[src/design/ggpc_pkg.sv]
// ----------------------------------------------------------------------------
// ggpc_pkg
// Shared widths, pipeline depths, register indexes and the CORDIC angle table
// for the go-to-goal proportional controller.
// ----------------------------------------------------------------------------
package ggpc_pkg;

    localparam int POS_W       = 15;
    localparam int HDG_W       = 16;
    localparam int DIFF_W      = POS_W + 1;
    localparam int LIN_W       = 17;
    localparam int ANG_W       = 19;
    localparam int CFG_ADDR_W  = 2;
    localparam int IN_DATA_W   = 48;
    localparam int OUT_DATA_W  = 40;

    localparam int CORDIC_STAGES = 16;
    localparam int ATAN_LEN      = 24;
    localparam int XW            = 28;
    localparam int ZW            = 20;
    localparam int HALF_PI_Q16   = 102944;
    localparam int BEAR_W        = ZW - 3;

    localparam int SQ_W       = 2 * POS_W + 1;
    localparam int SQRT_STEPS = 16;
    localparam int ROOT_W     = SQRT_STEPS;
    localparam int REM_W      = 2 * SQRT_STEPS;

    localparam int FRONT_STAGES = 3;
    localparam int CORE_DEPTH   = (CORDIC_STAGES > SQRT_STEPS) ? CORDIC_STAGES : SQRT_STEPS;
    localparam int NUM_STAGES   = FRONT_STAGES + CORE_DEPTH + 1;

    localparam int ANG_MAX = 205888;

    localparam logic [CFG_ADDR_W-1:0] REG_GOAL_X     = 2'd0;
    localparam logic [CFG_ADDR_W-1:0] REG_GOAL_Y     = 2'd1;
    localparam logic [CFG_ADDR_W-1:0] REG_ARRIVE_TOL = 2'd2;

    localparam logic [POS_W-1:0] GOAL_X_RST     = 15'd2048;
    localparam logic [POS_W-1:0] GOAL_Y_RST     = 15'd2048;
    localparam logic [POS_W-1:0] ARRIVE_TOL_RST = 15'd20;

    typedef struct packed {
        logic [SQ_W-1:0]         sq;
        logic                    arrived;
        logic signed [HDG_W-1:0] heading;
        logic signed [XW-1:0]    cx;
        logic signed [XW-1:0]    cy;
        logic signed [ZW-1:0]    cz;
    } front_t;

    // atan(2^-i) in Q.16 radians
    function automatic logic signed [ZW-1:0] atan_q16(input int i);
        logic signed [ZW-1:0] a;
        case (i)
            0:       a = 20'sd51472;
            1:       a = 20'sd30386;
            2:       a = 20'sd16055;
            3:       a = 20'sd8150;
            4:       a = 20'sd4091;
            5:       a = 20'sd2047;
            6:       a = 20'sd1024;
            7:       a = 20'sd512;
            8:       a = 20'sd256;
            9:       a = 20'sd128;
            10:      a = 20'sd64;
            11:      a = 20'sd32;
            12:      a = 20'sd16;
            13:      a = 20'sd8;
            14:      a = 20'sd4;
            15:      a = 20'sd2;
            16:      a = 20'sd1;
            default: a = '0;
        endcase
        return a;
    endfunction

endpackage

[src/design/ggpc_isqrt.sv]
// ----------------------------------------------------------------------------
// ggpc_isqrt
// Pipelined digit-by-digit integer square root, one root bit per stage.
// Produces the floor root and the remainder.
// ----------------------------------------------------------------------------
module ggpc_isqrt (
    input  logic                                 clk,
    input  logic [ggpc_pkg::CORE_DEPTH-1:0]      en,
    input  logic [ggpc_pkg::SQ_W-1:0]            sq_in,
    output logic [ggpc_pkg::ROOT_W-1:0]          root,
    output logic [ggpc_pkg::REM_W-1:0]           rem
);

    typedef struct packed {
        logic [ggpc_pkg::REM_W-1:0]  rem;
        logic [ggpc_pkg::ROOT_W-1:0] root;
    } sq_stage_t;

    sq_stage_t stage_reg  [ggpc_pkg::CORE_DEPTH];
    sq_stage_t stage_next [ggpc_pkg::CORE_DEPTH];

    always_comb
    begin
        sq_stage_t             cur;
        logic [ggpc_pkg::REM_W:0] trial;
        for (int j = 0; j < ggpc_pkg::CORE_DEPTH; j++)
        begin
            if (j == 0)
            begin
                cur.rem  = ggpc_pkg::REM_W'(sq_in);
                cur.root = '0;
            end
            else
            begin
                cur = stage_reg[j-1];
            end
            stage_next[j] = cur;
            trial = '0;
            if (j < ggpc_pkg::SQRT_STEPS)
            begin
                trial = ((ggpc_pkg::REM_W+1)'(cur.root) << (ggpc_pkg::SQRT_STEPS - j))
                      + ((ggpc_pkg::REM_W+1)'(1) << (2 * (ggpc_pkg::SQRT_STEPS - 1 - j)));
                if ({1'b0, cur.rem} >= trial)
                begin
                    stage_next[j].rem  = cur.rem - trial[ggpc_pkg::REM_W-1:0];
                    stage_next[j].root = cur.root
                                       | (ggpc_pkg::ROOT_W'(1) << (ggpc_pkg::SQRT_STEPS - 1 - j));
                end
            end
        end
    end

    always_ff @(posedge clk)
    begin
        for (int j = 0; j < ggpc_pkg::CORE_DEPTH; j++)
        begin
            if (en[j])
                stage_reg[j] <= stage_next[j];
        end
    end

    assign root = stage_reg[ggpc_pkg::CORE_DEPTH-1].root;
    assign rem  = stage_reg[ggpc_pkg::CORE_DEPTH-1].rem;

endmodule

[config.mk]
export PLATFORM = sky130hd
export DESIGN_NAME = ggpc_isqrt
export DESIGN_NICKNAME = d
export VERILOG_FILES = /design/src/design/ggpc_pkg.sv /design/src/design/ggpc_isqrt.sv
export SDC_FILE = /design/constraint.sdc
export NUM_CORES = 1
export LEC_CHECK = 0
export BUFFER_PORTS_ARGS = -buffer_cell sky130_fd_sc_hd__buf_2
export CAP_MARGIN = 20
export CORE_ASPECT_RATIO = 1.5
export CORE_UTILIZATION = 50
export CTS_CLUSTER_DIAMETER = 80
export DETAILED_ROUTE_END_ITERATION = 8
export HOLD_SLACK_MARGIN = 0.06
export MAX_ROUTING_LAYER = met4
export PLACE_DENSITY = 0.72
export SLEW_MARGIN = 25
export SYNTH_ARGS = -nofsm -noshare
export SYNTH_HDL_FRONTEND = slang
export SYNTH_SLANG_ARGS = --single-unit
[constraint.sdc]
create_clock -name clk -period 3.6 [get_ports clk]
set_input_delay 0.72 -clock clk [delete_from_list [all_inputs] [get_ports clk]]
set_output_delay 0.72 -clock clk [all_outputs]
set_load 0.05 [all_outputs]
==> impl_metrics.json <==
{
  "setup_violations": 0,
  "hold_depth": 1,
  "final_core_util_pct": 56.3,
  "power.leakage_nw": 13.0,
  "hold_path_class": "in -> reg",
  "worst_setup_path_end_kind": "flop",
  "cts_tree": "built",
  "die_h_microns": 307,
  "start_kind": "flop",
  "holdCritStartpoint": "sq_in[12]",
  "finalClockSkew_ps": 51.1,
  "antenna_found_initial": 1,
  "maxCapViolCount": 0,
  "p_per_area_mw_per_mm2": 598,
  "cp_max_fo": 5,
  "clk_pin_slew_ps": 60,
  "tightest_slew_ps": 966,
  "first_iter_violations": 764,
  "avgSynthCellArea_sq_um": 12.8,
  "cp_data_arrival_time_ps": 3730,
  "die_w_microns": 206,
  "synth_edf_count": 648,
  "areaGrowthSynthToFinish_pct": 10.9,
  "layout_commonest_cell": "edfxtp_1",
  "place_hpwl_microns": 50000,
  "slew_headroom_pct": 35.6,
  "start_util_pct": 50.8,
  "fin_crit_sh_pct": 93.3,
  "finalHoldViolations": 0,
  "grt_setup_unrepaired": "no",
  "grt_overflow_total": 0,
  "period_minus_slack_ps": 3360,
  "io_buffers": 95,
  "vias": 19200,
  "routed.top_layer": "met4",
  "via_per_inst": 5.67,
  "synthTopCellsByArea": "edfxtp_1, ha_1, xnor2_1",
  "synth_top_area_share_pct": 62.6,
  "multi_input_area_sq_mm": 0.0105,
  "crit_start": "stage_reg[1][226]$_DFFE_PP_",
  "gr-usage-all-layers_pct": 21.3,
  "total_power_mw": 20.6,
  "wl_met2_microns": 39600,
  "ys_types": 77,
  "synthArstFlopShare_pct": 0,
  "clk_latency_ps": 660,
  "layout-drive-gt1-share_pct": 10.9,
  "drt-total-wl_microns": 63800,
  "reg2reg_from": "stage_reg[1][226]$_DFFE_PP_",
  "setup_tns_ps": 0,
  "crit_type": "reg -> reg",
  "ctsHtreeMaxLevel": 2,
  "wl_met3_microns": 1990,
  "drc": 0,
  "irDropWorstVdd_v": 0.000716,
  "status": "complete, no violations",
  "ant_nets": 0,
  "clock.fmax_ghz": 0.298,
  "rows": 111,
  "postSynthRegisterBits": 648,
  "synthCells": 2429,
  "largest_register_ffs": 648,
  "core_area_sq_mm": 0.0612,
  "cts.hold.buffers_added": 0,
  "final_cell_mix": "edfxtp_1, inv_1, nand2_1",
  "cts-root-buf": "clkbuf_16",
  "cp.required_ps": 3970,
  "numCtsBuffers": 61,
  "grt_pass1_vias": 20600,
  "avgRoutedWirePerCell_microns": 18.8,
  "nFillCells": 4776,
  "reg2reg_depth": 9,
  "place.gp.congestion": 0.978,
  "dieArea_sq_mm": 0.0632,
  "slew_viol_final": 0,
  "firstDrtPassIters": 5,
  "cts_num_sinks": 648,
  "ioPinCount": 96,
  "met1Wirelength_microns": 17400,
  "synth-seq-area-share_pct": 62.6,
  "synth_ff_type": "edfxtp_1",
  "nets": 2741,
  "grt_pass1_wl_microns": 100000,
  "synth_top_cell_by_area": "edfxtp_1",
  "grt_max_degree": 49,
  "register_area_sq_mm": 0.0195,
  "ys_warn_count": 0,
  "syn_area_sq_mm": 0.0311,
  "clock_path_buffers": 3
}
metrics by stage:
step / instances / cell area, sq um / hold WS, ps / worst slack (ps)
after detailed placement: 3271 / 32400 / 425 / 267
after floorplan: 2430 / 31100 / 417 / 772
final: 3384 / 34500 / 235 / 243
after global routing: 3383 / 34500 / 205 / 88.1
after global placement: 3271 / 32400 / 429 / 269
after CTS: 3382 / 34500 / 198 / 264
cell usage after synthesis, drive strengths merged (17+ instances only):
cell and instances:
xnor2 128, o21a 42, o31ai 19, nor2b 21
nor4 60, nor4b 19, ha 150, nand3 45
nor3 78, inv 178, clkbuf 23, o21ai 118
a211oi 17, edfxtp 648, a21oi 113, or3 24
nand4 27, nor2 136, a21o 36, nand2 152
nand2b 41, buf 63, xor2 95
worst max-delay path: stages, from the launching register on:
cell	delay (ps)
edfxtp_1	410
ha_1	380
and2_1	240
nand4_1	280
or4_1	700
nand4_1	150
o211ai_1	160
or4_1	530
nor3_2	160
xor2_1	80
area by class of cell:
| cell class | instances | share of cell area [%] |
|---|---|---|
| sequential | 648 | 56.4 |
| tap | 791 | 2.87 |
| inverter | 178 | 1.94 |
| multi-input combinational | 1518 | 30.4 |
| clock buffer | 67 | 4.49 |
| clock inverter | 44 | 1.56 |
| antenna | 2 | 0.0145 |
| timing repair buffer | 136 | 2.29 |
power breakdown:
part	switching (mW)	internal, mW
sequential	0.660	9.51
clock	2.82	3.84
combinational	2.27	1.53
total	5.75	14.9
routing by layer:
layer	global-route usage (%)	vias to the layer above
met5	-	-
met4	14.8	0
met3	2.75	230
met2	45.7	478
met1	14.3	9288
li1	-	9203
final timing paths:
path,to,slack (ps)
worst max-delay path,stage_reg[1][284]$_DFFE_PP_,240
worst min-delay path,stage_reg[0][28]$_DFFE_PP_,240
worst max register to register,stage_reg[1][284]$_DFFE_PP_,240
worst min register to register,stage_reg[1][166]$_DFFE_PP_,440
logic make-up after synthesis:
| kind of cell | synth area share, % |
|---|---|
| and+or+nand+nor | 11.8 |
| DFF | 62.6 |
| AOI/OAI and AO/OA | 8.79 |
| buffers and inverters | 3.83 |
| xor gates and xnor gates | 6.28 |
| adders and majority gates | 6.03 |
| muxes | 0.688 |
| other | 0.0121 |
timing repair:
action,CTS,global route
setup endpoints to repair,0,1
resized for setup,0,1
setup buffers,0,0
(Power assumes the default switching activity.)
