[src/design/ggpc_pkg.sv]
// ----------------------------------------------------------------------------
// ggpc_pkg
// Shared widths, pipeline depths, register indexes and the CORDIC angle table
// for the go-to-goal proportional controller.
// ----------------------------------------------------------------------------
package ggpc_pkg;

    localparam int POS_W       = 15;
    localparam int HDG_W       = 16;
    localparam int DIFF_W      = POS_W + 1;
    localparam int LIN_W       = 17;
    localparam int ANG_W       = 19;
    localparam int CFG_ADDR_W  = 2;
    localparam int IN_DATA_W   = 48;
    localparam int OUT_DATA_W  = 40;

    localparam int CORDIC_STAGES = 16;
    localparam int ATAN_LEN      = 24;
    localparam int XW            = 28;
    localparam int ZW            = 20;
    localparam int HALF_PI_Q16   = 102944;
    localparam int BEAR_W        = ZW - 3;

    localparam int SQ_W       = 2 * POS_W + 1;
    localparam int SQRT_STEPS = 16;
    localparam int ROOT_W     = SQRT_STEPS;
    localparam int REM_W      = 2 * SQRT_STEPS;

    localparam int FRONT_STAGES = 3;
    localparam int CORE_DEPTH   = (CORDIC_STAGES > SQRT_STEPS) ? CORDIC_STAGES : SQRT_STEPS;
    localparam int NUM_STAGES   = FRONT_STAGES + CORE_DEPTH + 1;

    localparam int ANG_MAX = 205888;

    localparam logic [CFG_ADDR_W-1:0] REG_GOAL_X     = 2'd0;
    localparam logic [CFG_ADDR_W-1:0] REG_GOAL_Y     = 2'd1;
    localparam logic [CFG_ADDR_W-1:0] REG_ARRIVE_TOL = 2'd2;

    localparam logic [POS_W-1:0] GOAL_X_RST     = 15'd2048;
    localparam logic [POS_W-1:0] GOAL_Y_RST     = 15'd2048;
    localparam logic [POS_W-1:0] ARRIVE_TOL_RST = 15'd20;

    typedef struct packed {
        logic [SQ_W-1:0]         sq;
        logic                    arrived;
        logic signed [HDG_W-1:0] heading;
        logic signed [XW-1:0]    cx;
        logic signed [XW-1:0]    cy;
        logic signed [ZW-1:0]    cz;
    } front_t;

    // atan(2^-i) in Q.16 radians
    function automatic logic signed [ZW-1:0] atan_q16(input int i);
        logic signed [ZW-1:0] a;
        case (i)
            0:       a = 20'sd51472;
            1:       a = 20'sd30386;
            2:       a = 20'sd16055;
            3:       a = 20'sd8150;
            4:       a = 20'sd4091;
            5:       a = 20'sd2047;
            6:       a = 20'sd1024;
            7:       a = 20'sd512;
            8:       a = 20'sd256;
            9:       a = 20'sd128;
            10:      a = 20'sd64;
            11:      a = 20'sd32;
            12:      a = 20'sd16;
            13:      a = 20'sd8;
            14:      a = 20'sd4;
            15:      a = 20'sd2;
            16:      a = 20'sd1;
            default: a = '0;
        endcase
        return a;
    endfunction

endpackage

[src/design/ggpc_cordic.sv]
// ----------------------------------------------------------------------------
// ggpc_cordic
// Pipelined vectoring CORDIC for the bearing, one micro-rotation per stage,
// padded to the core depth. Carries heading and arrival flag alongside.
// ----------------------------------------------------------------------------
module ggpc_cordic (
    input  logic                                 clk,
    input  logic [ggpc_pkg::CORE_DEPTH-1:0]      en,
    input  ggpc_pkg::front_t                     front,
    output logic signed [ggpc_pkg::ZW-1:0]       z,
    output logic signed [ggpc_pkg::HDG_W-1:0]    heading,
    output logic                                 arrived
);

    typedef struct packed {
        logic signed [ggpc_pkg::XW-1:0]    x;
        logic signed [ggpc_pkg::XW-1:0]    y;
        logic signed [ggpc_pkg::ZW-1:0]    z;
        logic signed [ggpc_pkg::HDG_W-1:0] heading;
        logic                              arrived;
    } cd_stage_t;

    cd_stage_t stage_reg  [ggpc_pkg::CORE_DEPTH];
    cd_stage_t stage_next [ggpc_pkg::CORE_DEPTH];

    always_comb
    begin
        cd_stage_t                      cur;
        logic signed [ggpc_pkg::XW-1:0] xc, yc, xs, ys;
        logic signed [ggpc_pkg::ZW-1:0] zc, az;
        for (int j = 0; j < ggpc_pkg::CORE_DEPTH; j++)
        begin
            if (j == 0)
            begin
                cur.x       = front.cx;
                cur.y       = front.cy;
                cur.z       = front.cz;
                cur.heading = front.heading;
                cur.arrived = front.arrived;
            end
            else
            begin
                cur = stage_reg[j-1];
            end
            stage_next[j] = cur;
            xc = cur.x;
            yc = cur.y;
            zc = cur.z;
            xs = xc >>> j;
            ys = yc >>> j;
            az = ggpc_pkg::atan_q16(j);
            if (j < ggpc_pkg::CORDIC_STAGES && j < ggpc_pkg::ATAN_LEN)
            begin
                if (yc >= 0)
                begin
                    stage_next[j].x = xc + ys;
                    stage_next[j].y = yc - xs;
                    stage_next[j].z = zc + az;
                end
                else
                begin
                    stage_next[j].x = xc - ys;
                    stage_next[j].y = yc + xs;
                    stage_next[j].z = zc - az;
                end
            end
        end
    end

    always_ff @(posedge clk)
    begin
        for (int j = 0; j < ggpc_pkg::CORE_DEPTH; j++)
        begin
            if (en[j])
                stage_reg[j] <= stage_next[j];
        end
    end

    assign z       = stage_reg[ggpc_pkg::CORE_DEPTH-1].z;
    assign heading = stage_reg[ggpc_pkg::CORE_DEPTH-1].heading;
    assign arrived = stage_reg[ggpc_pkg::CORE_DEPTH-1].arrived;

endmodule

[config.mk]
export PLATFORM = sky130hd
export DESIGN_NAME = ggpc_cordic
export DESIGN_NICKNAME = d
export VERILOG_FILES = /design/src/design/ggpc_pkg.sv /design/src/design/ggpc_cordic.sv
export SDC_FILE = /design/constraint.sdc
export NUM_CORES = 2
export LEC_CHECK = 0
export BUFFER_PORTS_ARGS = -buffer_cell sky130_fd_sc_hd__buf_2
export CAP_MARGIN = 30
export CORE_MARGIN = 2
export CORE_UTILIZATION = 70
export CTS_CLUSTER_SIZE = 30
export DETAILED_ROUTE_END_ITERATION = 6
export PLACE_DENSITY_LB_ADDON = 0.2
export REMOVE_ABC_BUFFERS = 1
export SLEW_MARGIN = 30
export SYNTH_ARGS = -nofsm -noshare
export SYNTH_HDL_FRONTEND = slang
export SYNTH_SLANG_ARGS = --single-unit
[constraint.sdc]
create_clock -name clk -period 8.7 [get_ports clk]
set_input_delay 0.435 -clock clk [delete_from_list [all_inputs] [get_ports clk]]
set_output_delay 0.435 -clock clk [all_outputs]
set_load 0.05 [all_outputs]
==> impl_metrics.yaml <==
run_status:
  status: "completed"
logic_synthesis:
  netlist_instances: 9960
  synth_common_cells: "edfxtp_1, ha_1, xnor2_1"
  synth_flop_cell: "edfxtp_1"
  synthTopCellsByArea: "edfxtp_1, ha_1, xnor2_1, xor2_1, a21oi_1"
  synth-seq-cells: 1362
  yosysWarnings: 0
  synth-async-reset-ratio_pct: 0
  synth_edf_count: 1362
  syn_avg_cell_area_um2: 10.1
  synth.top_cell.area_share_pct: 40.8
  synth.most_common_cell: "edfxtp_1"
  synth.distinct_cells: 92
  syn_area_um2: 100000
  yosysTopAreaCell: "edfxtp_1"
  ys_seq_area_share_pct: 40.8
job:
  max_cap_viol_count: 0
final_layout:
  fin_util_pct: 76.2
  design_area_um2: 108000
  largest_register_ffs: 1362
  syn_to_final_growth_pct: 7.94
  fin_nets: 11300
  drive_above_1_share_pct: 4.62
drt:
  wl_met2_um: 128000
  wl_per_cell_um: 22.0
  first_pass_iters: 7
  m1WireLength_um: 109000
  ant_nets: 0
  vias: 80100
  vias_per_cell: 6.57
  drt_iter0_drc: 7816
  highest_layer: "met5"
  met3_length_um: 19400
  routed_wl_um: 268000
  drcViolationCount: 0
cts:
  cts.sinks: 1362
  numCtsBuffers: 150
  clockRootBuffer: "clkbuf_16"
  clk_pin_slew_ns: 0.06
  h-tree-depth: 4
  cts_setup_buffers: 0
  cts_tree: "done"
  cts_buffer_depth: 3
  clk_latency_ns: 0.79
  cts-resized-gates: 0
die:
  top_level_ports: 178
  core_um2: 142000
  die_area_um2: 146000
  start_util_pct: 70.6
  core.rowCount: 138
  die_w_um: 382
  die_h_um: 382
global_route:
  grt_pass1_wl_um: 417000
  grt_usage_pct: 35.7
  antenna_found_initial: 11
  grt_overflow: 0
  grt_max_degree: 72
  first_global_vias: 77300
placed_design:
  dpl.hpwl_um: 202000
  numPortBuffers: 146
  gp_congestion: 0.960
  place_area_um2: 103000
worst_setup_path:
  cp_data_required_time_ns: 9.23
  crit_start: "stage_reg[0][416]"
  crit_arrival_ns: 6.10
  crit_type: "flip-flop to flip-flop"
  worst_r2r_path_depth: 16
  critPathLaunchType: "flip-flop"
  reg2reg_slack_ns: 3.13
  path_max_fanout: 6
  worst_r2r_endpoint: "stage_reg[0][556]"
  cp-end-kind: "flip-flop"
  reg2reg_from: "stage_reg[0][416]"
  cp-endpoint: "stage_reg[0][556]"
sta:
  fmax_ghz: 0.180
  finalMaxSlewViolations: 0
  tightest_slew_ns: 0.991
  period_minus_slack_ns: 5.57
  hold_viol_final: 0
  fin_crit_sh_pct: 64.0
  slew_headroom_pct: 33.7
  fin_tns_setup_ns: 0
  skew_ns: 0.0312
  setup_viol: 0
  grt_setup_unrepaired: "no"
hold_path:
  min-delay-start: "front[48]"
  hold_path_depth: 3
  min_path_type: "input port to flip-flop"
layout by cell type, fill, tap and decap left out, types with 104 or more instances in the layout:
master,count
buf_2,130
nand2_1,556
clkbuf_16,153
edfxtp_1,1362
o21ai_0,393
nand2b_1,104
o21a_1,133
a211oi_1,105
xor2_1,473
a21o_1,277
xnor2_1,863
or3_1,128
o21ai_1,229
nor3_1,257
ha_1,1003
nor2b_1,112
o21bai_1,153
nand3_1,204
nor2_1,757
o31ai_1,189
a21oi_1,767
inv_1,500
worst max-delay path, cell delays in order, from the launching register on:
cell and delay [ns]:
edfxtp_1 0.46, or4_1 0.61, or4_1 0.44, or4_1 0.48
or4_1 0.52, o21ai_1 0.19, xnor2_1 0.14, ha_1 0.31
a21o_1 0.18, a21oi_1 0.19, o21ai_0 0.11, o41a_1 0.46
a2111oi_0 0.46, o21bai_1 0.17, a211o_1 0.32, a21oi_1 0.20
xnor2_1 0.09
cell families after synthesis:
family / Yosys count / share of synthesized area [%]
buffers and inverters: 740 / 2.91
other: 1 / 0.00374
and+or+nand+nor: 2587 / 12.6
DFF: 1362 / 40.8
muxes: 57 / 0.572
adders and majority gates: 1043 / 13.3
AOI/OAI and AO/OA: 2834 / 18.2
xor gates and xnor gates: 1336 / 11.7
cell type report:
| type | count | area [µm²] |
|---|---|---|
| fillers | 9515 | 33700 |
| repair buffers | 206 | 1280 |
| multi-input cells | 7935 | 56700 |
| clock buffers | 176 | 3920 |
| inverters | 513 | 1930 |
| well taps | 1890 | 2360 |
| clock inverters | 101 | 1060 |
| diodes | 10 | 25.0 |
| flip-flops and latches | 1362 | 40900 |
stage by stage:
step | hold slack, ns | std cells | setup WS, ns
2_1_floorplan | 0.400 | 9810 | 3.72
3_3_place_gp | 0.400 | 11900 | 3.24
3_5_place_dp | 0.405 | 11900 | 3.24
4_1_cts | 0.0390 | 12200 | 3.17
5_1_grt | 0.0733 | 12200 | 2.81
6_report | 0.0740 | 12200 | 3.13
per-layer routing:
metal / global-route usage, % / vias to the layer above
met5: 0 / -
met4: 14.2 / 6
met3: 4.81 / 722
met2: 60.0 / 3490
met1: 46.7 / 38400
li1: - / 37600
timing repair:
item / in CTS / in global routing
hold buffers: 22 / 0
endpoints found under the setup margin: 0 / 0
endpoints found under the hold margin: 22 / 0
worst min path at each step:
stage and to:
2_1_floorplan stage_reg[0][100], 3_3_place_gp stage_reg[1][298], 3_5_place_dp stage_reg[0][196], 4_1_cts stage_reg[0][65], 5_1_grt stage_reg[0][65], 6_report stage_reg[0][65]
Power is left out: the tool's default activity adds up to more than one toggle a clock period on the data nets, which glitch-free logic cannot reach.
