### src/design/ggpc_pkg.sv
// ----------------------------------------------------------------------------
// ggpc_pkg
// Shared widths, pipeline depths, register indexes and the CORDIC angle table
// for the go-to-goal proportional controller.
// ----------------------------------------------------------------------------
package ggpc_pkg;

    localparam int POS_W       = 15;
    localparam int HDG_W       = 16;
    localparam int DIFF_W      = POS_W + 1;
    localparam int LIN_W       = 17;
    localparam int ANG_W       = 19;
    localparam int CFG_ADDR_W  = 2;
    localparam int IN_DATA_W   = 48;
    localparam int OUT_DATA_W  = 40;

    localparam int CORDIC_STAGES = 16;
    localparam int ATAN_LEN      = 24;
    localparam int XW            = 28;
    localparam int ZW            = 20;
    localparam int HALF_PI_Q16   = 102944;
    localparam int BEAR_W        = ZW - 3;

    localparam int SQ_W       = 2 * POS_W + 1;
    localparam int SQRT_STEPS = 16;
    localparam int ROOT_W     = SQRT_STEPS;
    localparam int REM_W      = 2 * SQRT_STEPS;

    localparam int FRONT_STAGES = 3;
    localparam int CORE_DEPTH   = (CORDIC_STAGES > SQRT_STEPS) ? CORDIC_STAGES : SQRT_STEPS;
    localparam int NUM_STAGES   = FRONT_STAGES + CORE_DEPTH + 1;

    localparam int ANG_MAX = 205888;

    localparam logic [CFG_ADDR_W-1:0] REG_GOAL_X     = 2'd0;
    localparam logic [CFG_ADDR_W-1:0] REG_GOAL_Y     = 2'd1;
    localparam logic [CFG_ADDR_W-1:0] REG_ARRIVE_TOL = 2'd2;

    localparam logic [POS_W-1:0] GOAL_X_RST     = 15'd2048;
    localparam logic [POS_W-1:0] GOAL_Y_RST     = 15'd2048;
    localparam logic [POS_W-1:0] ARRIVE_TOL_RST = 15'd20;

    typedef struct packed {
        logic [SQ_W-1:0]         sq;
        logic                    arrived;
        logic signed [HDG_W-1:0] heading;
        logic signed [XW-1:0]    cx;
        logic signed [XW-1:0]    cy;
        logic signed [ZW-1:0]    cz;
    } front_t;

    // atan(2^-i) in Q.16 radians
    function automatic logic signed [ZW-1:0] atan_q16(input int i);
        logic signed [ZW-1:0] a;
        case (i)
            0:       a = 20'sd51472;
            1:       a = 20'sd30386;
            2:       a = 20'sd16055;
            3:       a = 20'sd8150;
            4:       a = 20'sd4091;
            5:       a = 20'sd2047;
            6:       a = 20'sd1024;
            7:       a = 20'sd512;
            8:       a = 20'sd256;
            9:       a = 20'sd128;
            10:      a = 20'sd64;
            11:      a = 20'sd32;
            12:      a = 20'sd16;
            13:      a = 20'sd8;
            14:      a = 20'sd4;
            15:      a = 20'sd2;
            16:      a = 20'sd1;
            default: a = '0;
        endcase
        return a;
    endfunction

endpackage

### src/design/ggpc_front.sv
// ----------------------------------------------------------------------------
// ggpc_front
// Three pipeline stages: goal deltas, squares and quadrant pre-rotation,
// squared distance and arrival compare.
// ----------------------------------------------------------------------------
module ggpc_front (
    input  logic                                    clk,
    input  logic [ggpc_pkg::FRONT_STAGES-1:0]       en,
    input  logic [ggpc_pkg::POS_W-1:0]              goal_x,
    input  logic [ggpc_pkg::POS_W-1:0]              goal_y,
    input  logic [ggpc_pkg::POS_W-1:0]              arrive_tolerance,
    input  logic [ggpc_pkg::POS_W-1:0]              pose_x,
    input  logic [ggpc_pkg::POS_W-1:0]              pose_y,
    input  logic signed [ggpc_pkg::HDG_W-1:0]       pose_heading,
    output ggpc_pkg::front_t                        front
);

    logic signed [ggpc_pkg::DIFF_W-1:0]  dx_reg, dy_reg;
    logic signed [ggpc_pkg::HDG_W-1:0]   hd1_reg, hd2_reg;

    logic [2*ggpc_pkg::POS_W-1:0]        dxsq_reg, dysq_reg, tolsq_reg;
    logic signed [ggpc_pkg::XW-1:0]      cx_reg, cy_reg;
    logic signed [ggpc_pkg::ZW-1:0]      cz_reg;

    logic signed [2*ggpc_pkg::DIFF_W-1:0] prod_x, prod_y;
    logic [2*ggpc_pkg::POS_W-1:0]         tol_sq;
    logic signed [ggpc_pkg::XW-1:0]       x256, y256;
    logic signed [ggpc_pkg::XW-1:0]       cx_next, cy_next;
    logic signed [ggpc_pkg::ZW-1:0]       cz_next;
    logic [ggpc_pkg::SQ_W-1:0]            sq_sum;

    always_ff @(posedge clk)
    begin
        if (en[0])
        begin
            dx_reg  <= $signed({1'b0, goal_x}) - $signed({1'b0, pose_x});
            dy_reg  <= $signed({1'b0, goal_y}) - $signed({1'b0, pose_y});
            hd1_reg <= pose_heading;
        end
    end

    always_comb
    begin
        prod_x = (2*ggpc_pkg::DIFF_W)'(dx_reg) * (2*ggpc_pkg::DIFF_W)'(dx_reg);
        prod_y = (2*ggpc_pkg::DIFF_W)'(dy_reg) * (2*ggpc_pkg::DIFF_W)'(dy_reg);
        tol_sq = (2*ggpc_pkg::POS_W)'(arrive_tolerance)
               * (2*ggpc_pkg::POS_W)'(arrive_tolerance);
        x256   = ggpc_pkg::XW'(dx_reg) <<< 8;
        y256   = ggpc_pkg::XW'(dy_reg) <<< 8;
        cx_next = x256;
        cy_next = y256;
        cz_next = '0;
        if (dx_reg < 0)
        begin
            if (dy_reg >= 0)
            begin
                cx_next = y256;
                cy_next = -x256;
                cz_next = ggpc_pkg::ZW'(ggpc_pkg::HALF_PI_Q16);
            end
            else
            begin
                cx_next = -y256;
                cy_next = x256;
                cz_next = -ggpc_pkg::ZW'(ggpc_pkg::HALF_PI_Q16);
            end
        end
    end

    always_ff @(posedge clk)
    begin
        if (en[1])
        begin
            dxsq_reg  <= prod_x[2*ggpc_pkg::POS_W-1:0];
            dysq_reg  <= prod_y[2*ggpc_pkg::POS_W-1:0];
            tolsq_reg <= tol_sq;
            cx_reg    <= cx_next;
            cy_reg    <= cy_next;
            cz_reg    <= cz_next;
            hd2_reg   <= hd1_reg;
        end
    end

    assign sq_sum = ggpc_pkg::SQ_W'(dxsq_reg) + ggpc_pkg::SQ_W'(dysq_reg);

    always_ff @(posedge clk)
    begin
        if (en[2])
        begin
            front.sq      <= sq_sum;
            front.arrived <= (sq_sum <= ggpc_pkg::SQ_W'(tolsq_reg));
            front.heading <= hd2_reg;
            front.cx      <= cx_reg;
            front.cy      <= cy_reg;
            front.cz      <= cz_reg;
        end
    end

endmodule

### config.mk
export PLATFORM = sky130hd
export DESIGN_NAME = ggpc_front
export DESIGN_NICKNAME = d
export VERILOG_FILES = /design/src/design/ggpc_pkg.sv /design/src/design/ggpc_front.sv
export SDC_FILE = /design/constraint.sdc
export NUM_CORES = 2
export LEC_CHECK = 0
export ABC_AREA = 0
export ABC_CLOCK_PERIOD_IN_PS = 12300
export BUFFER_PORTS_ARGS = -buffer_cell sky130_fd_sc_hd__buf_2
export CAP_MARGIN = 20
export CORE_ASPECT_RATIO = 1.75
export CORE_MARGIN = 5
export CORE_UTILIZATION = 50
export CTS_BUF_LIST = sky130_fd_sc_hd__clkbuf_4
export DETAILED_ROUTE_END_ITERATION = 10
export PLACE_DENSITY = 0.68
export SLEW_MARGIN = 10
export SYNTH_ARGS = -nofsm -noshare
export SYNTH_HDL_FRONTEND = slang
export SYNTH_SLANG_ARGS = --single-unit
### constraint.sdc
create_clock -name clk -period 12.3 [get_ports clk]
set_input_delay 1.845 -clock clk [delete_from_list [all_inputs] [get_ports clk]]
set_output_delay 1.845 -clock clk [all_outputs]
set_load 0.02 [all_outputs]
==> results by stage <==
Min path:
- The class of the worst hold path is flop to flop.
- The hold-critical path depth is 0.

Routing:
- The detailed router finished its first iteration with 1279 violations.
- After detailed routing, the number of remaining DRC violations is 0.
- The routed via count divided by cell count is 5.227.
- In the final routed layout, each cell accounts on average for 18.12 µm.
- The pre-antenna-repair detailed-routing pass consisted of 8 iterations.
- The number of routed nets with antenna violations is 0.
- The routed layout has 24870 vias.
- The final layout contains routed wiring with a total length of 86200 µm.

Clocking:
- The tree is rooted in a clkbuf_4.
- The number of buffers on the longest clock path is 3.
- Buffers inserted during clock tree synthesis total 74.
- The clock latency on the worst-skew pair is 0.83 ns.
- Clock-pin slew was measured on the worst setup and hold paths at 0.07 ns.
- Buffers added to address setup during post-CTS repair amount to 0.
- The number of levels the H-tree was split into is 3.
- TritonCTS built the clock tree.
- Post-CTS repair changed the size of 0 cells.
- The number of buffers inserted for hold repair after clock tree synthesis is 0.
- The count of clock tree sinks is 283.

Worst setup path:
- Walking the worst path, the cells encountered are inv_1 > nor2_1 > fa_1 > inv_1 > fa_1 > inv_1 > fa_1 > fa_1 > fa_1 > inv_1 > fa_1 > inv_1 > ha_1 > nand2_1 > nor2_1 > a31o_2 > a21oi_1 > or4b_4 > a311o_1 > a21oi_2 > xnor2_1.
- For the worst setup path, the data required time is 12.86 ns.
- The slowest stage of the critical path is the fa_1 cell.
- The type of destination of the critical path is a flop.
- Counting cells, the worst reg-to-reg path comes to 21.
- For the worst setup path, the data arrival time is 8.10 ns.
- The setup path with the least slack is of type flop to flop.
- The biggest fanout along the worst timing path is 14.
- The most frequent cell on the critical path is fa_1.
- The count of buffering cells on the critical path with inverters included is 5.
- For flop-to-flop paths, the worst setup slack is 4.77 ns.
- The family with the most delay on the worst path is adder cells.
- The largest single stage delay on the critical path is 0.77 ns.
- The critical path runs through a total of 21 cells.
- STA classifies the critical path startpoint as a flop.

GRT:
- The number of global-route vias before repair is 26860.
- In the global route stage, overall resource usage came out at 0.2233.
- The first global-routing pass estimated 137700 µm of wire.
- The number of antenna violations at the first check in global routing is 2.
- The global-route congestion overflow total is 0.
- The maximum number of pins on one net before global-route repair is 79.

Place:
- The congestion estimate from routability-driven global placement came to 0.9002.
- At the placement stage, the worst setup path has a slack of 4.047 ns.
- The number of buffers inserted by port buffering is 197.
- Summed over all nets, the half-perimeter wirelength after detailed placement is 69250 µm.

Yosys:
- A synthesized cell averages 10.13 µm².
- The proportion of synthesized flip-flops having asynchronous set or reset is 0.
- In this run, synthesis inferred 283 flip-flops with an integrated enable.
- In this run, distinct cell masters in the synthesized netlist total 66.
- Synthesis inferred 283 register bits.
- The synthesis warning total is 0.
- For this run, the leading register cell type out of synthesis is edfxtp_1.
- The number of instances in the synthesized netlist is 3587.
- For this run, the register share of the synthesized area comes to 0.2340.
- The synthesized netlist occupies a cell area of 36320 µm².

Timing:
- Counting I/O delays and the setup requirement, the final critical path takes 7.531 ns.
- The max-slew violation count is 0.
- The aggregate negative setup slack is 0 ns.
- The highest clock rate is 0.1328 GHz.
- For the final database, setup skew stands at 0.04397 ns.
- The final period utilization is 0.6122.
- The post-route worst hold slack is 0.4009 ns.
- Measured against its own limit, the worst slew margin works out to 0.2484.
- The transition time of the tightest slew-check pin is 1.117 ns.
- The final hold violation count is 0.
- Setup violations remaining at the end of the flow were counted as 0.
- The final worst setup slack is 4.769 ns.
- Setup repair after global routing left no endpoint under its margin.

Run status:
- The run finished with clean final reports.

Finish:
- The number of nets in the layout is 4818.
- Of the cells placed in the final design, the portion with a size suffix greater than 1 is 0.09191.
- The area growth from synthesis to layout is 7.472%.
- The register with the most flip-flops in the layout has 90 of them.
- front holds more flip-flops than any other register.
- The final standard cell utilization of the core is 0.5429.
- The number of filler instances in the final layout is 6470.

Floorplan:
- The count of boundary I/O pins is 219.
- For this configuration, the core starts out at a cell density of 0.5052.
- The die is 366.5 µm tall.
- The width of the die is 213.7 µm.
- The floorplan row count is 130.
- The floorplan step defined a core boundary enclosing 71890 µm².
- The die covers 78340 µm².

Flow run:
- The max capacitance violation total is 0.
cells in the mapped netlist (9+ instances only):
| cell | count | area, µm² |
|---|---|---|
| a211oi_1 | 15 | 112.6 |
| a21boi_0 | 9 | 67.56 |
| a21o_1 | 52 | 390.4 |
| a21oi_1 | 133 | 665.6 |
| a31oi_1 | 18 | 112.6 |
| and2_1 | 105 | 656.9 |
| and3_1 | 24 | 150.1 |
| buf_4 | 34 | 255.2 |
| clkbuf_1 | 82 | 307.8 |
| clkinv_1 | 9 | 33.78 |
| edfxtp_1 | 283 | 8498 |
| fa_1 | 586 | 11730 |
| ha_1 | 351 | 4392 |
| inv_1 | 913 | 3427 |
| nand2_1 | 270 | 1013 |
| nand2b_1 | 22 | 137.6 |
| nand3_1 | 34 | 170.2 |
| nor2_1 | 192 | 720.7 |
| nor2b_1 | 24 | 150.1 |
| nor3_1 | 24 | 120.1 |
| o21a_1 | 10 | 75.07 |
| o21ai_0 | 65 | 325.3 |
| o21bai_1 | 11 | 82.58 |
| o31ai_1 | 10 | 75.07 |
| or3_1 | 19 | 118.9 |
| xnor2_1 | 136 | 1191 |
| xor2_1 | 44 | 385.4 |
worst register-to-register path, cell delays in order, from the launching register on:
cell	delay, ns
edfxtp_1	0.67
inv_1	0.56
nor2_1	0.15
fa_1	0.75
inv_1	0.15
fa_1	0.77
inv_1	0.18
fa_1	0.49
fa_1	0.50
fa_1	0.49
inv_1	0.05
fa_1	0.48
inv_1	0.05
ha_1	0.34
nand2_1	0.08
nor2_1	0.07
a31o_2	0.24
a21oi_1	0.19
or4b_4	0.53
a311o_1	0.30
a21oi_2	0.16
xnor2_1	0.10
cells by family after synthesis:
group,share of synthesized area
compound gates,0.06821
xor+xnor,0.04341
fa+ha+maj,0.4439
buf+inv,0.1112
flops,0.2340
mux,0.002894
other cells,0.0001033
simple gates,0.09626
cell usage in the layout, fill, tap and decap left out, drive strengths merged, types with 105 or more instances in the layout:
master,synthesis,layout
a21oi,134,134
and2,105,105
buf,38,220
edfxtp,283,283
fa,586,586
ha,351,351
inv,913,916
nand2,270,270
nor2,192,192
xnor2,136,136
final cells by class:
cell class                      instances  area, µm²  share of cell area
Clock inverter                         25      158.9            0.004071
Clock buffer                           95      713.2             0.01827
Multi-Input combinational cell       2285      23870              0.6115
Antenna cell                            4      10.01           0.0002564
Tap cell                              924       1156             0.02962
Timing Repair Buffer                  220       1167             0.02991
Inverter                              922       3461             0.08867
Sequential cell                       283       8498              0.2177
path summary, 6_finish.rpt:
check / startpoint / to
min: cx_reg[20]$_DFFE_PP_ / front[68]$_DFFE_PP_
max: dx_reg[3]$_DFFE_PP_ / dxsq_reg[29]$_DFFE_PP_
min reg2reg: cx_reg[20]$_DFFE_PP_ / front[68]$_DFFE_PP_
max reg2reg: dx_reg[3]$_DFFE_PP_ / dxsq_reg[29]$_DFFE_PP_
through the flow:
stage          std cells  area [µm²]
4_1_cts             4754       39020
3_3_place_gp        4634       38150
6_report            4758       39030
3_5_place_dp        4634       38150
5_1_grt             4757       39030
2_1_floorplan       3610       36400
layer usage:
layer / vias up / share of wire / global-route usage
met5: - / 0 / 0
met4: 0 / 0.048 / 0.1043
met3: 195 / 0.048 / 0.02849
met2: 708 / 0.54 / 0.4094
met1: 12430 / 0.36 / 0.2544
li1: 11540 / - / -
Power is left out: the tool's default activity adds up to more than one toggle a clock period on the data nets, which glitch-free logic cannot reach.
